## src/isl_pkg.sv

```systemverilog
`default_nettype none

package isl_pkg;

    // wide enough for any position 0..256
    localparam int LIST_POS_W = 9;

    typedef enum logic [2:0] {
        KIND_APPEND      = 3'd0,
        KIND_REMOVE_LAST = 3'd1,
        KIND_INSERT      = 3'd2,
        KIND_ERASE       = 3'd3,
        KIND_READ_AT     = 3'd4,
        KIND_READ_FIRST  = 3'd5,
        KIND_READ_LAST   = 3'd6,
        KIND_CLEAR       = 3'd7
    } isl_kind_t;

    typedef enum logic [1:0] {
        ST_OK    = 2'd0,
        ST_EMPTY = 2'd1,
        ST_RANGE = 2'd2,
        ST_FULL  = 2'd3
    } isl_status_t;

    typedef enum logic [1:0] {
        CELL_HOLD   = 2'd0,
        CELL_INSERT = 2'd1,
        CELL_ERASE  = 2'd2
    } isl_cell_op_t;

    typedef struct packed {
        logic [2:0]         kind;
        logic [4:0]         index;
        logic signed [31:0] value;
    } isl_cmd_t;

    typedef struct packed {
        logic signed [31:0] read_data;
        logic [1:0]         status;
        logic [4:0]         count_after;
    } isl_rsp_t;

    // command broadcast to every cell of the row
    typedef struct packed {
        isl_cell_op_t           op;
        logic [LIST_POS_W-1:0]  pos;
        logic signed [31:0]     value;
    } isl_bcast_t;

endpackage

`default_nettype wire

```

## src/isl_cell.sv

```systemverilog
`default_nettype none

module isl_cell #(
    parameter int POS = 0
) (
    input  wire                        clk,
    input  isl_pkg::isl_bcast_t        bc,
    input  wire logic signed [31:0]    prev_data,
    input  wire logic signed [31:0]    next_data,
    output logic signed [31:0]         data
);
    import isl_pkg::*;

    localparam logic [LIST_POS_W-1:0] POS_C = LIST_POS_W'(POS);

    logic signed [31:0] data_reg;
    logic signed [31:0] data_next;

    always_comb
    begin
        data_next = data_reg;
        unique case (bc.op)
            CELL_HOLD:
            begin
                data_next = data_reg;
            end
            CELL_INSERT:
            begin
                // the cell at the insert point loads the new value; cells above it take the lower neighbor
                if (POS_C == bc.pos)
                begin
                    data_next = bc.value;
                end
                else if (POS_C > bc.pos)
                begin
                    data_next = prev_data;
                end
            end
            CELL_ERASE:
            begin
                if (POS_C >= bc.pos)
                begin
                    data_next = next_data;
                end
            end
            default:
            begin
                data_next = data_reg;
            end
        endcase
    end

    always_ff @(posedge clk)
    begin
        data_reg <= data_next;
    end

    assign data = data_reg;

endmodule

`default_nettype wire

```

## src/indexed_shift_list.sv

```systemverilog
`default_nettype none

// channel   dir   handshake                payload
// cmd       in    cmd_valid / cmd_ready    isl_cmd_t {kind, index, value}
// rsp       out   rsp_valid / rsp_ready    isl_rsp_t {read_data, status, count_after}
//
// one command per cycle while rsp is drained: every cell shifts or loads in parallel in the cycle
// the command is taken, and the result sits in an output register in the next cycle
// cmd_ready stays high while the output register is empty or being drained
// reset clears the fill count and the output valid; cell contents are left as is
// a stalled rsp holds its result and blocks only the next command

module indexed_shift_list #(
    parameter int CAPACITY = 16
) (
    input  wire                 clk,
    input  wire                 rst_n,
    input  wire                 cmd_valid,
    output logic                cmd_ready,
    input  isl_pkg::isl_cmd_t   cmd,
    output logic                rsp_valid,
    input  wire                 rsp_ready,
    output isl_pkg::isl_rsp_t   rsp
);
    import isl_pkg::*;

    localparam int CNT_W  = $clog2(CAPACITY + 1);
    localparam int ADDR_W = $clog2(CAPACITY);
    localparam logic [LIST_POS_W-1:0] CAP_C = LIST_POS_W'(CAPACITY);

    logic [CNT_W-1:0]   count_reg;
    logic [CNT_W-1:0]   count_next;
    logic               rsp_valid_reg;
    isl_rsp_t           rsp_reg;
    isl_rsp_t           rsp_next;

    logic               cmd_fire;
    logic [LIST_POS_W-1:0] idx_w;
    logic [LIST_POS_W-1:0] cnt_w;
    logic [LIST_POS_W-1:0] rd_pos;
    logic               rd_ok;
    logic               is_full;
    logic               is_empty;
    isl_status_t        st;
    isl_bcast_t         bc;

    logic signed [31:0] cell_data [CAPACITY];

    assign cmd_ready = !rsp_valid_reg || rsp_ready;
    assign cmd_fire  = cmd_valid && cmd_ready;

    assign idx_w    = LIST_POS_W'(cmd.index);
    assign cnt_w    = LIST_POS_W'(count_reg);
    assign is_full  = (cnt_w == CAP_C);
    assign is_empty = (count_reg == '0);

    always_comb
    begin
        st         = ST_OK;
        count_next = count_reg;
        rd_ok      = 1'b0;
        rd_pos     = '0;
        bc.op      = CELL_HOLD;
        bc.pos     = idx_w;
        bc.value   = cmd.value;
        unique case (isl_kind_t'(cmd.kind))
            KIND_APPEND:
            begin
                if (is_full)
                begin
                    st = ST_FULL;
                end
                else
                begin
                    bc.op      = CELL_INSERT;
                    bc.pos     = cnt_w;
                    count_next = count_reg + 1'b1;
                end
            end
            KIND_REMOVE_LAST:
            begin
                if (is_empty)
                begin
                    st = ST_EMPTY;
                end
                else
                begin
                    count_next = count_reg - 1'b1;
                end
            end
            KIND_INSERT:
            begin
                // range is checked before fullness
                if (idx_w > cnt_w)
                begin
                    st = ST_RANGE;
                end
                else if (is_full)
                begin
                    st = ST_FULL;
                end
                else
                begin
                    bc.op      = CELL_INSERT;
                    count_next = count_reg + 1'b1;
                end
            end
            KIND_ERASE:
            begin
                if (idx_w >= cnt_w)
                begin
                    st = ST_RANGE;
                end
                else
                begin
                    bc.op      = CELL_ERASE;
                    count_next = count_reg - 1'b1;
                end
            end
            KIND_READ_AT:
            begin
                if (idx_w >= cnt_w)
                begin
                    st = ST_RANGE;
                end
                else
                begin
                    rd_ok  = 1'b1;
                    rd_pos = idx_w;
                end
            end
            KIND_READ_FIRST:
            begin
                if (is_empty)
                begin
                    st = ST_EMPTY;
                end
                else
                begin
                    rd_ok = 1'b1;
                end
            end
            KIND_READ_LAST:
            begin
                if (is_empty)
                begin
                    st = ST_EMPTY;
                end
                else
                begin
                    rd_ok  = 1'b1;
                    rd_pos = cnt_w - 1'b1;
                end
            end
            KIND_CLEAR:
            begin
                count_next = '0;
            end
        endcase
        if (!cmd_fire)
        begin
            bc.op      = CELL_HOLD;
            count_next = count_reg;
        end
    end

    always_comb
    begin
        rsp_next.read_data   = rd_ok ? cell_data[rd_pos[ADDR_W-1:0]] : 32'sd0;
        rsp_next.status      = st;
        rsp_next.count_after = 5'(count_next);
    end

    genvar gi;
    generate
        for (gi = 0; gi < CAPACITY; gi++)
        begin : g_cell
            logic signed [31:0] prev_d;
            logic signed [31:0] next_d;
            if (gi == 0)
            begin : g_first
                assign prev_d = cell_data[gi];
            end
            else
            begin : g_mid_lo
                assign prev_d = cell_data[gi-1];
            end
            if (gi == CAPACITY - 1)
            begin : g_last
                assign next_d = cell_data[gi];
            end
            else
            begin : g_mid_hi
                assign next_d = cell_data[gi+1];
            end
            isl_cell #(
                .POS(gi)
            ) u_cell (
                .clk       (clk),
                .bc        (bc),
                .prev_data (prev_d),
                .next_data (next_d),
                .data      (cell_data[gi])
            );
        end
    endgenerate

    always_ff @(posedge clk or negedge rst_n)
    begin
        if (!rst_n)
        begin
            count_reg     <= '0;
            rsp_valid_reg <= 1'b0;
        end
        else
        begin
            count_reg <= count_next;
            if (cmd_fire)
            begin
                rsp_valid_reg <= 1'b1;
            end
            else if (rsp_ready)
            begin
                rsp_valid_reg <= 1'b0;
            end
        end
    end

    always_ff @(posedge clk)
    begin
        if (cmd_fire)
        begin
            rsp_reg <= rsp_next;
        end
    end

    assign rsp_valid = rsp_valid_reg;
    assign rsp       = rsp_reg;

    a_count_bound: assert property (@(posedge clk) disable iff (!rst_n)
        LIST_POS_W'(count_reg) <= CAP_C)
        else $error("fill count above capacity");

    a_fire_gives_rsp: assert property (@(posedge clk) disable iff (!rst_n)
        cmd_fire |=> rsp_valid)
        else $error("accepted item produced no result");

    a_count_matches: assert property (@(posedge clk) disable iff (!rst_n)
        rsp_valid |-> (rsp.count_after == 5'(count_reg)))
        else $error("reported count differs from fill count");

    a_err_no_data: assert property (@(posedge clk) disable iff (!rst_n)
        (rsp_valid && (rsp.status != ST_OK)) |-> (rsp.read_data == 32'sd0))
        else $error("failed command returned nonzero data");

endmodule

`default_nettype wire
```

## config.mk

```make
export PLATFORM = sky130hd
export DESIGN_NAME = indexed_shift_list
export DESIGN_NICKNAME = d
export VERILOG_FILES = /design/src/isl_pkg.sv /design/src/isl_cell.sv /design/src/indexed_shift_list.sv
export SDC_FILE = /design/constraint.sdc
export NUM_CORES = 1
export LEC_CHECK = 0
export ABC_AREA = 1
export BUFFER_PORTS_ARGS = -buffer_cell sky130_fd_sc_hd__buf_2
export CAP_MARGIN = 25
export CORE_MARGIN = 2
export CORE_UTILIZATION = 50
export CTS_CLUSTER_SIZE = 16
export DETAILED_ROUTE_END_ITERATION = 8
export PLACE_DENSITY = 0.66
export SLEW_MARGIN = 20
export SYNTH_ARGS = -nofsm -noshare
export SYNTH_HDL_FRONTEND = slang
export SYNTH_HIERARCHICAL = 1
export SYNTH_SLANG_ARGS = --single-unit
```

## constraint.sdc

```tcl
create_clock -name clk -period 6.36 [get_ports clk]
set_input_delay 0.318 -clock clk [delete_from_list [all_inputs] [get_ports clk]]
set_output_delay 0.318 -clock clk [all_outputs]
set_load 0.02 [all_outputs]
```

== Word-level counts from Yosys, hierarchy flattened ==
Cells that the tools add are included.
Widths: inputs -> output; s select.

* Bits in registers: 557
* Input bits: 44
* Output and inout bits: 41
* Logic and storage cells: 231

* Add/subtract/negate cells: 3
* Order comparisons: 33
* Equal/unequal tests: 55
* Mux-type cells: 90
* Bitwise operators: 1
* Reduce and logical (&&, ||, !) cells: 28

{| class="wikitable"
|+ Operators by type and width
! operator !! number
|-
| $mux 32 || 48
|-
| $pmux 32 s2 || 15
|-
| $bmux 32 s4 || 1
|-
| $eq 4x9->1 const A || 8
|-
| $gt 4x9->1 const A || 8
|-
| $ge 4x9->1 const A || 7
|-
| $reduce_and 3->1 || 15
|-
| $ne 3x1->1 const B || 14
|-
| $eq 3x9->1 const A || 4
|-
| $ge 3x9->1 const A || 4
|-
| $gt 3x9->1 const A || 4
|-
| $ne 2x1->1 const B || 16
|-
| $mux 5 || 5
|-
| $pmux 5 s5 || 1
|-
| $eq 2x9->1 const A || 2
|-
| $ge 1x9->1 const A || 2
|-
| $ge 2x9->1 const A || 2
|-
| $gt 2x9->1 const A || 2
|-
| $eq 3x3->1 const B || 4
|-
| $mux 2 || 6
|-
| $mux 10 || 1
|-
| $eq 1x9->1 const A || 1
|-
| $gt 1x9->1 const A || 1
|-
| $logic_not 9->1 || 1
|-
| other kinds (28) || 38
|}

== Longest topological paths before layout ==
Gate-level depths: netlist of the first run.

* Word-level depth: 8
* Mapped depth: 19
* Gate-level depth less buffers: 18

== Hierarchy ==
The synthesis of the first run kept the hierarchy.

{| class="wikitable"
|+ Modules (own cells, without submodules)
! module !! times used !! cells each !! area each (sq um) !! sequential area each (sq um)
|-
| indexed_shift_list || 1 || 1670 || 8665.8 || 1321.3
|-
| isl_cell at g_cell[6].u_cell || 1 || 259 || 2248.4 || 960.9
|-
| isl_cell at g_cell[2].u_cell || 1 || 299 || 2230.9 || 960.9
|-
| isl_cell at g_cell[5].u_cell || 1 || 259 || 2193.4 || 960.9
|-
| isl_cell at g_cell[4].u_cell || 1 || 259 || 2167.1 || 960.9
|-
| isl_cell at g_cell[0].u_cell || 1 || 258 || 2127.0 || 960.9
|-
| isl_cell at g_cell[3].u_cell || 1 || 291 || 2127.0 || 960.9
|-
| isl_cell at g_cell[12].u_cell || 1 || 293 || 2125.8 || 960.9
|-
| isl_cell at g_cell[13].u_cell || 1 || 291 || 2122.0 || 960.9
|-
| isl_cell at g_cell[14].u_cell || 1 || 290 || 2120.8 || 960.9
|-
| isl_cell at g_cell[10].u_cell || 1 || 294 || 2113.3 || 960.9
|-
| isl_cell at g_cell[8].u_cell || 1 || 293 || 2103.3 || 960.9
|-
| isl_cell at g_cell[11].u_cell || 1 || 290 || 2074.5 || 960.9
|-
| isl_cell at g_cell[7].u_cell || 1 || 256 || 2065.7 || 960.9
|-
| +3 rows || n/a || n/a || n/a || n/a
|}

== Worst setup path after synthesis of the first run ==
Ideal clock, no wire load.

* Path type: flip-flop to flip-flop
* Start point: register count_reg[4]
* End point: register g_cell[0].u_cell.data_reg[0] (enable)
* Library setup time: 0.470 ns
* Arrival: 5.387 ns
* Data required time: 5.890 ns
* Slack: 0.503 ns
* Cell stages (with the launch flop): 16
* Path buffers: 0
* Clock period less this slack: 5.857 ns
* Cell sequence: dfrtp_1 > inv_1 > ha_1 > nand2_1 > inv_1 > nand2_1 > nand2_1 > nor2_1 > inv_1 > nand2_1 > nand3_1 > nand2_1 > inv_1 > nor2_1 > nand2_1 > a211oi_1

{| class="wikitable"
|+ RTL lines
! element !! RTL line !! RTL
|-
| from (decl) || indexed_shift_list.sv:31 || <nowiki>logic [CNT_W-1:0] count_reg;</nowiki>
|-
| from (signal assigned) || indexed_shift_list.sv:217 || <nowiki>count_reg <= count_next;</nowiki>
|-
| to (signal assigned) || isl_cell.sv:55 || <nowiki>data_reg <= data_next;</nowiki>
|-
| to (decl) || isl_cell.sv:16 || <nowiki>logic signed [31:0] data_reg;</nowiki>
|}

==> Implementation_results.wiki, run 1 <==
{| class="wikitable"
! Metric !! Value
|-
| Count of different cell masters after synthesis || 51
|-
| NumNets Final || 6102
|-
| Total area of sequential cells || 16700 um2
|-
| Hold Fails Final Rpt || 0
|-
| Initial DRC Count || 4303
|-
| Area taken by multi-input logic gates || 19500 um2
|-
| Average cell area after synthesis || 6.96 um2
|-
| Post-CTS setup-driven buffer insertion count || 0
|-
| Share of layout cells above drive strength 1 || 0.0829
|-
| Post-DRT Antenna Nets || 0
|-
| Number of search-and-repair iterations in the first detailed-routing pass || 6
|-
| Headroom to the max-slew limit || 0.330
|-
| Standard-cell row count || 107
|-
| Min Clock Period, post-route || 4490 ps
|-
| Post-synth top cells || sky130_fd_sc_hd__nand2_1 (1974), sky130_fd_sc_hd__nand3_1 (1549), sky130_fd_sc_hd__inv_1 (1139), sky130_fd_sc_hd__edfxtp_1 (551), sky130_fd_sc_hd__buf_2 (129)
|-
| P_int || 6.84 mW
|-
| Wirelength per Cell || 18.8 um
|-
| CTS Hold Buffers Added || 2
|-
| Sequential share of the synthesized area || 0.392
|-
| Final Total Pwr || 10.1 mW
|-
| Floorplan die width || 296 um
|-
| Number of resized instances in the post-cts repair step || 0
|-
| Post-Route Hold Slack || 60.3 ps
|-
| Worst reg-to-reg path cell count || 17
|-
| Total power divided by cell area || 223 nW/um2
|-
| Register bit total from synthesis || 557
|-
| Setup repair after global routing missed its margin || false
|-
| Clock buffer count from CTS || 69
|-
| Cell-by-cell listing of the critical path || inv_1, ha_1, nand2_1, inv_1, nand2_1, nand2_1, nor2_1, nand2_1, inv_1, nand4_1, nor2_2, buf_4, nand2_2, inv_1, nor2_1, nor3_2, buf_12
|-
| Overall routed net length || 136000 um
|-
| Share of power burned in the clock network || 0.383
|-
| Kind of end point of the critical path || flip-flop
|-
| Clock slew seen by the registers of the worst setup and hold paths || 60 ps
|-
| Worst vdd rail ir drop || 195 uV
|-
| Post-DP HPWL || 92100 um
|-
| Run status || finished clean
|-
| Worst flop-to-flop path endpoint || g_cell[15].u_cell/data[21]
|-
| Via count normalized by instance count || 5.40
|-
| I/O pin count || 85
|-
| Maximum number of pins on one net before global-route repair || 142
|-
| Setup slack on the worst flop-to-flop path || 1870 ps
|-
| Clock latency on the worst-skew pair || 640 ps
|-
| Required time at the endpoint of the critical path || 6680 ps
|-
| Sort of element at the start of the critical path || flip-flop
|-
| Dominant cells by area after synthesis || sky130_fd_sc_hd__edfxtp_1 (39%), sky130_fd_sc_hd__nand3_1 (18%), sky130_fd_sc_hd__nand2_1 (17%)
|-
| Maximum clock frequency || 223 MHz
|-
| Final count of negative-setup-slack endpoints || 0
|-
| Final worst clock skew || 34.1 ps
|-
| Buffer type at the clock tree root || sky130_fd_sc_hd__clkbuf_16
|-
| Final core utilization || 0.536
|-
| Clock Sink Count || 557
|-
| Static leakage || 22.6 nW
|-
| Share of flip-flops with an asynchronous set or reset after synthesis || 0.0108
|-
| Total Routing Usage GR || 0.307
|-
| Clock tree from TritonCTS || yes
|-
| Routability congestion estimate || 0.878
|-
| Startpoint of the most critical register-to-register path || count_reg[3]
|-
| CTS HTree Levels || 3
|-
| Global-route congestion overflow total || 0
|-
| Critical Path Start || count_reg[3]
|-
| Area share of the largest cell type after synthesis || 0.388
|-
| Most frequently used flop master after synthesis || sky130_fd_sc_hd__edfxtp_1
|-
| Transition time at the pin with the least slew margin || 1000 ps
|-
| Setup TNS after final layout || 0 ps
|-
| Top-count cell post-synth || sky130_fd_sc_hd__nand2_1
|-
| Number of synthesized flops with an enable pin || 551
|-
| Combined area of all synthesized cells || 42600 um2
|-
| Vias in the first global route || 36400
|-
| Core Region || 84900 um2
|-
| Count of mapped cells out of synthesis || 6128
|-
| Antenna violations before repair || 1
|-
| Max Cap Viol || 0
|-
| Switch share || 0.325
|-
| Via count of the routed design || 39100
|-
| First-pass GRT wire length || 213000 um
|-
| Hold Crit Class || in2async
|-
| DRC Markers || 0
|-
| Switch Pwr || 3.29 mW
|-
| Fill cells || 8426
|-
| Count of port buffers added during placement || 84
|-
| Fraction of the cycle the final worst path needs || 0.706
|-
| Number of flip-flops in the largest register || 512
|-
| Longest Clk Path Bufs || 3
|-
| Slowest cell on crit path || sky130_fd_sc_hd__nor2_2
|-
| Effective utilization at floorplan || 0.502
|-
| Synth warnings || 6
|-
| Crit-path max FO || 33
|-
| Category of the most critical setup path || reg2reg
|-
| DIE AREA || 87600 um2
|-
| Arr. time, crit path || 4810 ps
|-
| Share of total power in sequential cells || 0.407
|-
| Final count of pins violating max slew || 0
|-
| Fraction of power consumed by combinational cells || 0.210
|-
| Area grow syn2layout || 6.68%
|-
| Cell taking the most area after synthesis || sky130_fd_sc_hd__edfxtp_1
|-
| Largest stage delay on the critical path || 620 ps
|-
| Die extent in y || 296 um
|}
placed cells by master, fill, tap and decap left out, types with 12 or more instances in the layout:
| cell type | synthesis | layout |
|---|---|---|
| sky130_fd_sc_hd__clkbuf_1 | 80 | 17 |
| sky130_fd_sc_hd__edfxtp_1 | 551 | 551 |
| sky130_fd_sc_hd__inv_1 | 1139 | 1136 |
| sky130_fd_sc_hd__clkbuf_16 | 0 | 73 |
| sky130_fd_sc_hd__nor2_2 | 30 | 32 |
| sky130_fd_sc_hd__nor2_4 | 19 | 21 |
| sky130_fd_sc_hd__a21oi_1 | 46 | 39 |
| sky130_fd_sc_hd__clkinv_2 | 3 | 12 |
| sky130_fd_sc_hd__o21bai_2 | 80 | 79 |
| sky130_fd_sc_hd__inv_2 | 32 | 34 |
| sky130_fd_sc_hd__o21bai_1 | 114 | 114 |
| sky130_fd_sc_hd__conb_1 | 1 | 76 |
| sky130_fd_sc_hd__clkinv_1 | 0 | 18 |
| sky130_fd_sc_hd__buf_2 | 129 | 84 |
| sky130_fd_sc_hd__nand2_1 | 1974 | 1973 |
| sky130_fd_sc_hd__buf_4 | 66 | 67 |
| sky130_fd_sc_hd__nor2_1 | 46 | 42 |
| sky130_fd_sc_hd__nand2_2 | 29 | 28 |
| sky130_fd_sc_hd__o21ai_0 | 18 | 15 |
| sky130_fd_sc_hd__nand3_1 | 1549 | 1548 |
| sky130_fd_sc_hd__nand3b_1 | 32 | 32 |
stage by stage:
step	area (um2)	std cells	setup WS (ps)
floorplan	42900	6203	503
global placement	43100	7113	1880
detailed placement	43100	7114	1830
CTS	45300	7241	1810
global route	45500	7249	1540
finish	45500	7249	1870
power by group through the flow:
stage / Sequential (mW) / Clock, mW / Combinational [mW]
floorplan: 4.23 / 0 / 1.34
global placement: 4.20 / 0 / 2.05
detailed placement: 4.20 / 0 / 2.06
CTS: 4.12 / 3.93 / 2.07
global route: 4.13 / 4.06 / 2.29
finish: 4.12 / 3.88 / 2.13
routing by layer:
layer	up-vias	track usage	routed length (um)
met1	17800	0.436	58800
met4	0	0.100	3720
met5	-	0	0
met3	231	0.0481	13200
li1	19200	-	-
met2	1920	0.480	60600
worst max-delay path: cells and delay by family (launching register included):
| family | cells | cell delay [ps] |
|---|---|---|
| adders and majority gates | 1 | 260 |
| buffers and inverters | 6 | 1170 |
| DFF | 1 | 420 |
| and+or+nand+nor | 10 | 2300 |
kinds of logic after synthesis:
logic type / after synthesis / synth area share
AOI/OAI and AO/OA: 271 / 0.0514
adders and majority gates: 8 / 0.00235
other: 1 / 0.0000880
and+or+nand+nor: 3721 / 0.391
DFF: 557 / 0.392
buffers and inverters: 1567 / 0.163
xor gates and xnor gates: 3 / 0.000617
worst max-delay path by stage:
stage                                      end  cells after the start  slack [ps]
floorplan             g_cell[0].u_cell/data[0]                     15         500
global placement     g_cell[4].u_cell/data[25]                     15        1880
detailed placement   g_cell[4].u_cell/data[25]                     15        1830
CTS                  g_cell[4].u_cell/data[21]                     15        1810
global route        g_cell[11].u_cell/data[26]                     19        1540
finish              g_cell[15].u_cell/data[21]                     17        1870
layout make-up:
| class | instances | area share |
|---|---|---|
| Multi-Input combinational cell | 4079 | 0.428 |
| Inverter | 1175 | 0.0973 |
| Clock inverter | 35 | 0.00614 |
| Sequential cell | 557 | 0.367 |
| Timing Repair Buffer | 168 | 0.0285 |
| Tap cell | 1144 | 0.0315 |
| Antenna cell | 1 | 0.0000550 |
| Clock buffer | 90 | 0.0413 |
No activity file was read; power rests on OpenSTA's default activity.
==> run 2: changes to the inputs <==
==> constraint.sdc (replaced) <==
create_clock -name clk -period 4.3 [get_ports clk]
set_input_delay 0.215 -clock clk [delete_from_list [all_inputs] [get_ports clk]]
set_output_delay 0.215 -clock clk [all_outputs]
set_load 0.02 [all_outputs]
==> run 2 against run 1 <==
Register-to-register slack got worse by 1400 ps. Clock power rose by 54%. Clock-buffer cell count shrank 8. Global-route usage grew 0.14 points. Flip-flop and latch count stayed put. Routed wire length is 0.56% lower. Largest cell class unchanged.
==> Implementation_results.wiki, run 2 (synthesis results as in run 1) <==
{| class="wikitable"
! Metric !! Value
|-
| Min Clock Period, post-route || 3850 ps (-644 ps)
|-
| Commonest non-fill, non-tap cell in the layout || sky130_fd_sc_hd__nand2_1
|-
| Worst reg-to-reg path cell count || 15 (-2)
|-
| Number of resized instances in the post-cts repair step || 0 (unchanged)
|-
| Overall routed net length || 136000 um (-0.56%)
|-
| Total number of cells along the worst setup path || 15 (-2)
|-
| Switch Pwr || 4.94 mW (+50%)
|-
| Standard-cell row count || 107 (unchanged)
|-
| Antenna fix cells || 0 (-1)
|-
| Count of port buffers added during placement || 84 (unchanged)
|-
| Routability congestion estimate || 0.891 (+1.4%)
|-
| Cell family with the largest share of critical-path delay || simple AND/OR/NAND/NOR gates
|-
| Maximum clock frequency || 260 MHz (+17%)
|-
| Max Cap Viol || 0 (unchanged)
|-
| GR Util met1 || 0.445 (+0.00908)
|-
| Wirelength per Cell || 18.6 um (-1.1%)
|-
| Switch share || 0.323 (-0.00183)
|-
| Non-filler instance count after layout || 7289 (+0.55%)
|-
| Number of cells traversed by the worst hold path || 3
|-
| Total power divided by cell area || 332 nW/um2 (+49%)
|-
| Clock Sink Count || 557 (unchanged)
|-
| Initial DRC Count || 4512 (+4.9%)
|-
| CTS Hold Buffers Added || 3 (+1)
|-
| Required time at the endpoint of the critical path || 4610 ps (-2070 ps)
|-
| Sort of element at the start of the critical path || flip-flop
|-
| Headroom to the max-slew limit || 0.395 (+0.0653)
|-
| M3 GR Usage || 0.0421 (-0.00600)
|-
| First-pass GRT wire length || 215000 um (+0.82%)
|-
| Number of flip-flops in the largest register || 512 (unchanged)
|-
| Run status || finished clean
|-
| Arr. time, crit path || 4160 ps (-650 ps)
|-
| Floorplan die width || 296 um (unchanged)
|-
| Hold Fails Final Rpt || 0 (unchanged)
|-
| Crit-path max FO || 33 (unchanged)
|-
| Die extent in y || 296 um (unchanged)
|-
| CTS HTree Levels || 3 (unchanged)
|-
| Setup repair after global routing missed its margin || false
|-
| Via count of the routed design || 39000 (-0.29%)
|-
| Core Region || 84900 um2 (unchanged)
|-
| Number of placed instances with taps included || 7161 (+0.66%)
|-
| Hold Crit Class || in2reg
|-
| I/O pin count || 85 (unchanged)
|-
| Buffer type at the clock tree root || sky130_fd_sc_hd__clkbuf_16
|-
| Post-DP HPWL || 93100 um (+1.0%)
|-
| Slowest cell on crit path || sky130_fd_sc_hd__nor2_4
|-
| Largest stage delay on the critical path || 610 ps (about the same)
|-
| Fraction of power consumed by combinational cells || 0.210 (about the same)
|-
| Category of the most critical setup path || reg2reg
|-
| Share of total power in sequential cells || 0.399 (-0.008)
|-
| Cell-by-cell listing of the critical path || inv_1, ha_1, nand2_1, nor2_2, nand2_1, nand2_1, nand2_1, inv_1, nor2_4, nor2_4, inv_1, nand2_1, nand2_1, a21oi_4, buf_12
|-
| Share of layout cells above drive strength 1 || 0.0911 (+0.00823)
|-
| Effective utilization at floorplan || 0.502 (unchanged)
|-
| Kind of end point of the critical path || flip-flop
|-
| NumNets Final || 6148 (+0.75%)
|-
| Dominant cell type by count on the critical path || sky130_fd_sc_hd__nand2_1
|-
| Post-DRT Antenna Nets || 0 (unchanged)
|-
| Clock latency on the worst-skew pair || 630 ps (about the same)
|-
| Static leakage || 23.0 nW (+1.4%)
|-
| Transition time at the pin with the least slew margin || 907 ps (-95.6 ps)
|-
| Post-CTS setup-driven buffer insertion count || 0 (unchanged)
|-
| Vias in the first global route || 36900 (+1.4%)
|-
| Number of search-and-repair iterations in the first detailed-routing pass || 6 (unchanged)
|-
| Global-route congestion overflow total || 0 (unchanged)
|-
| Fraction of the cycle the final worst path needs || 0.894 (+0.188)
|-
| Clock tree from TritonCTS || yes
|-
| DRC Markers || 0 (unchanged)
|-
| Clock buffer count from CTS || 70 (+1.4%)
|-
| Busiest grt layer || met2
|-
| Final worst clock skew || 22.0 ps (-12.0 ps)
|-
| Setup TNS after final layout || 0 ps (unchanged)
|-
| Worst vdd rail ir drop || 260 uV (+33%)
|-
| Area grow syn2layout || 8.16%
|-
| Longest Clk Path Bufs || 3 (unchanged)
|-
| Final count of pins violating max slew || 0 (unchanged)
|-
| Via count normalized by instance count || 5.35 (-0.84%)
|-
| Top library cells by usage in the layout, fill and taps aside || sky130_fd_sc_hd__nand2_1 (1973), sky130_fd_sc_hd__nand3_1 (1548), sky130_fd_sc_hd__inv_1 (1137), sky130_fd_sc_hd__edfxtp_1 (551), sky130_fd_sc_hd__o21bai_1 (114)
|-
| P_int || 10.4 mW (+52%)
|-
| Buffers & Inverters on Critical Path || 4 (-2)
|-
| Share of power burned in the clock network || 0.391 (+0.008)
|-
| Met2 Usage GRT || 0.487 (+0.00720)
|-
| Final count of negative-setup-slack endpoints || 0 (unchanged)
|-
| DIE AREA || 87600 um2 (unchanged)
|-
| Clock slew seen by the registers of the worst setup and hold paths || 60 ps (about the same)
|-
| Antenna violations before repair || 3 (+2)
|-
| Maximum number of pins on one net before global-route repair || 129 (-9.2%)
|-
| Final core utilization || 0.543 (+0.00743)
|-
| Total Routing Usage GR || 0.309 (+0.00137)
|}
==> run 2: cell types whose count changed in the layout (fill, tap and decap cells not counted), moves of 3 or more <==
cell / change
sky130_fd_sc_hd__buf_12: +18
sky130_fd_sc_hd__buf_16: -3
sky130_fd_sc_hd__buf_4: +29
sky130_fd_sc_hd__clkbuf_1: -9
sky130_fd_sc_hd__clkinv_1: -5
sky130_fd_sc_hd__clkinv_2: +3
sky130_fd_sc_hd__nor2_4: +3
sky130_fd_sc_hd__nor3_2: -3
sky130_fd_sc_hd__nor3_4: +3
==> run 2: final timing paths <==
check / startpoint / end / slack (ps)
hold reg to reg: rsp_valid / rsp_valid / 530
hold / removal: cmd_valid / rsp_valid / 110
min in group asynchronous: rst_n / count_reg[1] / 570
setup reg to reg: count_reg[1] / g_cell[8].u_cell/data[4] / 450
setup / recovery: count_reg[1] / g_cell[8].u_cell/data[4] / 450
max in group asynchronous: rst_n / rsp_valid / 3480
==> run 2: layout make-up <==
cell class,count,area (um2)
clock inverter,39,363
timing repair buffer,213,1790
tap,1144,1430
inverter,1175,4430
sequential,557,16700
multi-input combinational,4079,19500
fill,8359,38800
clock buffer,82,1880
==> run 2: tightest hold or removal path, cell delays in order <==
cell and delay (ps):
sky130_fd_sc_hd__buf_2 80, sky130_fd_sc_hd__nand2_1 260, sky130_fd_sc_hd__nand2_1 130
==> run 2: power groups by stage <==
stage	logic [mW]	clock network (mW)	registers [mW]
2_1_floorplan	1.99	0	6.26
3_3_place_gp	3.09	0	6.22
3_5_place_dp	3.11	0	6.21
4_1_cts	3.12	6.06	6.10
5_1_grt	3.48	6.24	6.11
6_report	3.22	5.98	6.10
==> run 2: through the flow <==
step	instance area, um2	setup WS [ps]	hold WS (ps)	total power [mW]
4_1_cts	46000	481	73.9	15.3
3_5_place_dp	43700	490	52.9	9.33
5_1_grt	46100	130	89.7	15.8
3_3_place_gp	43700	457	56.6	9.30
6_report	46100	454	106	15.3
2_1_floorplan	43000	0.285	-80.6	8.25
==> run 2: per-layer routing <==
| layer | part of all wire | vias up | wire length, um |
|---|---|---|---|
| met5 | 0.000081 | - | 11 |
| met4 | 0.023 | 2 | 3160 |
| met3 | 0.093 | 214 | 12600 |
| met2 | 0.44 | 1818 | 60000 |
| met1 | 0.44 | 17700 | 59900 |
| li1 | - | 19300 | - |
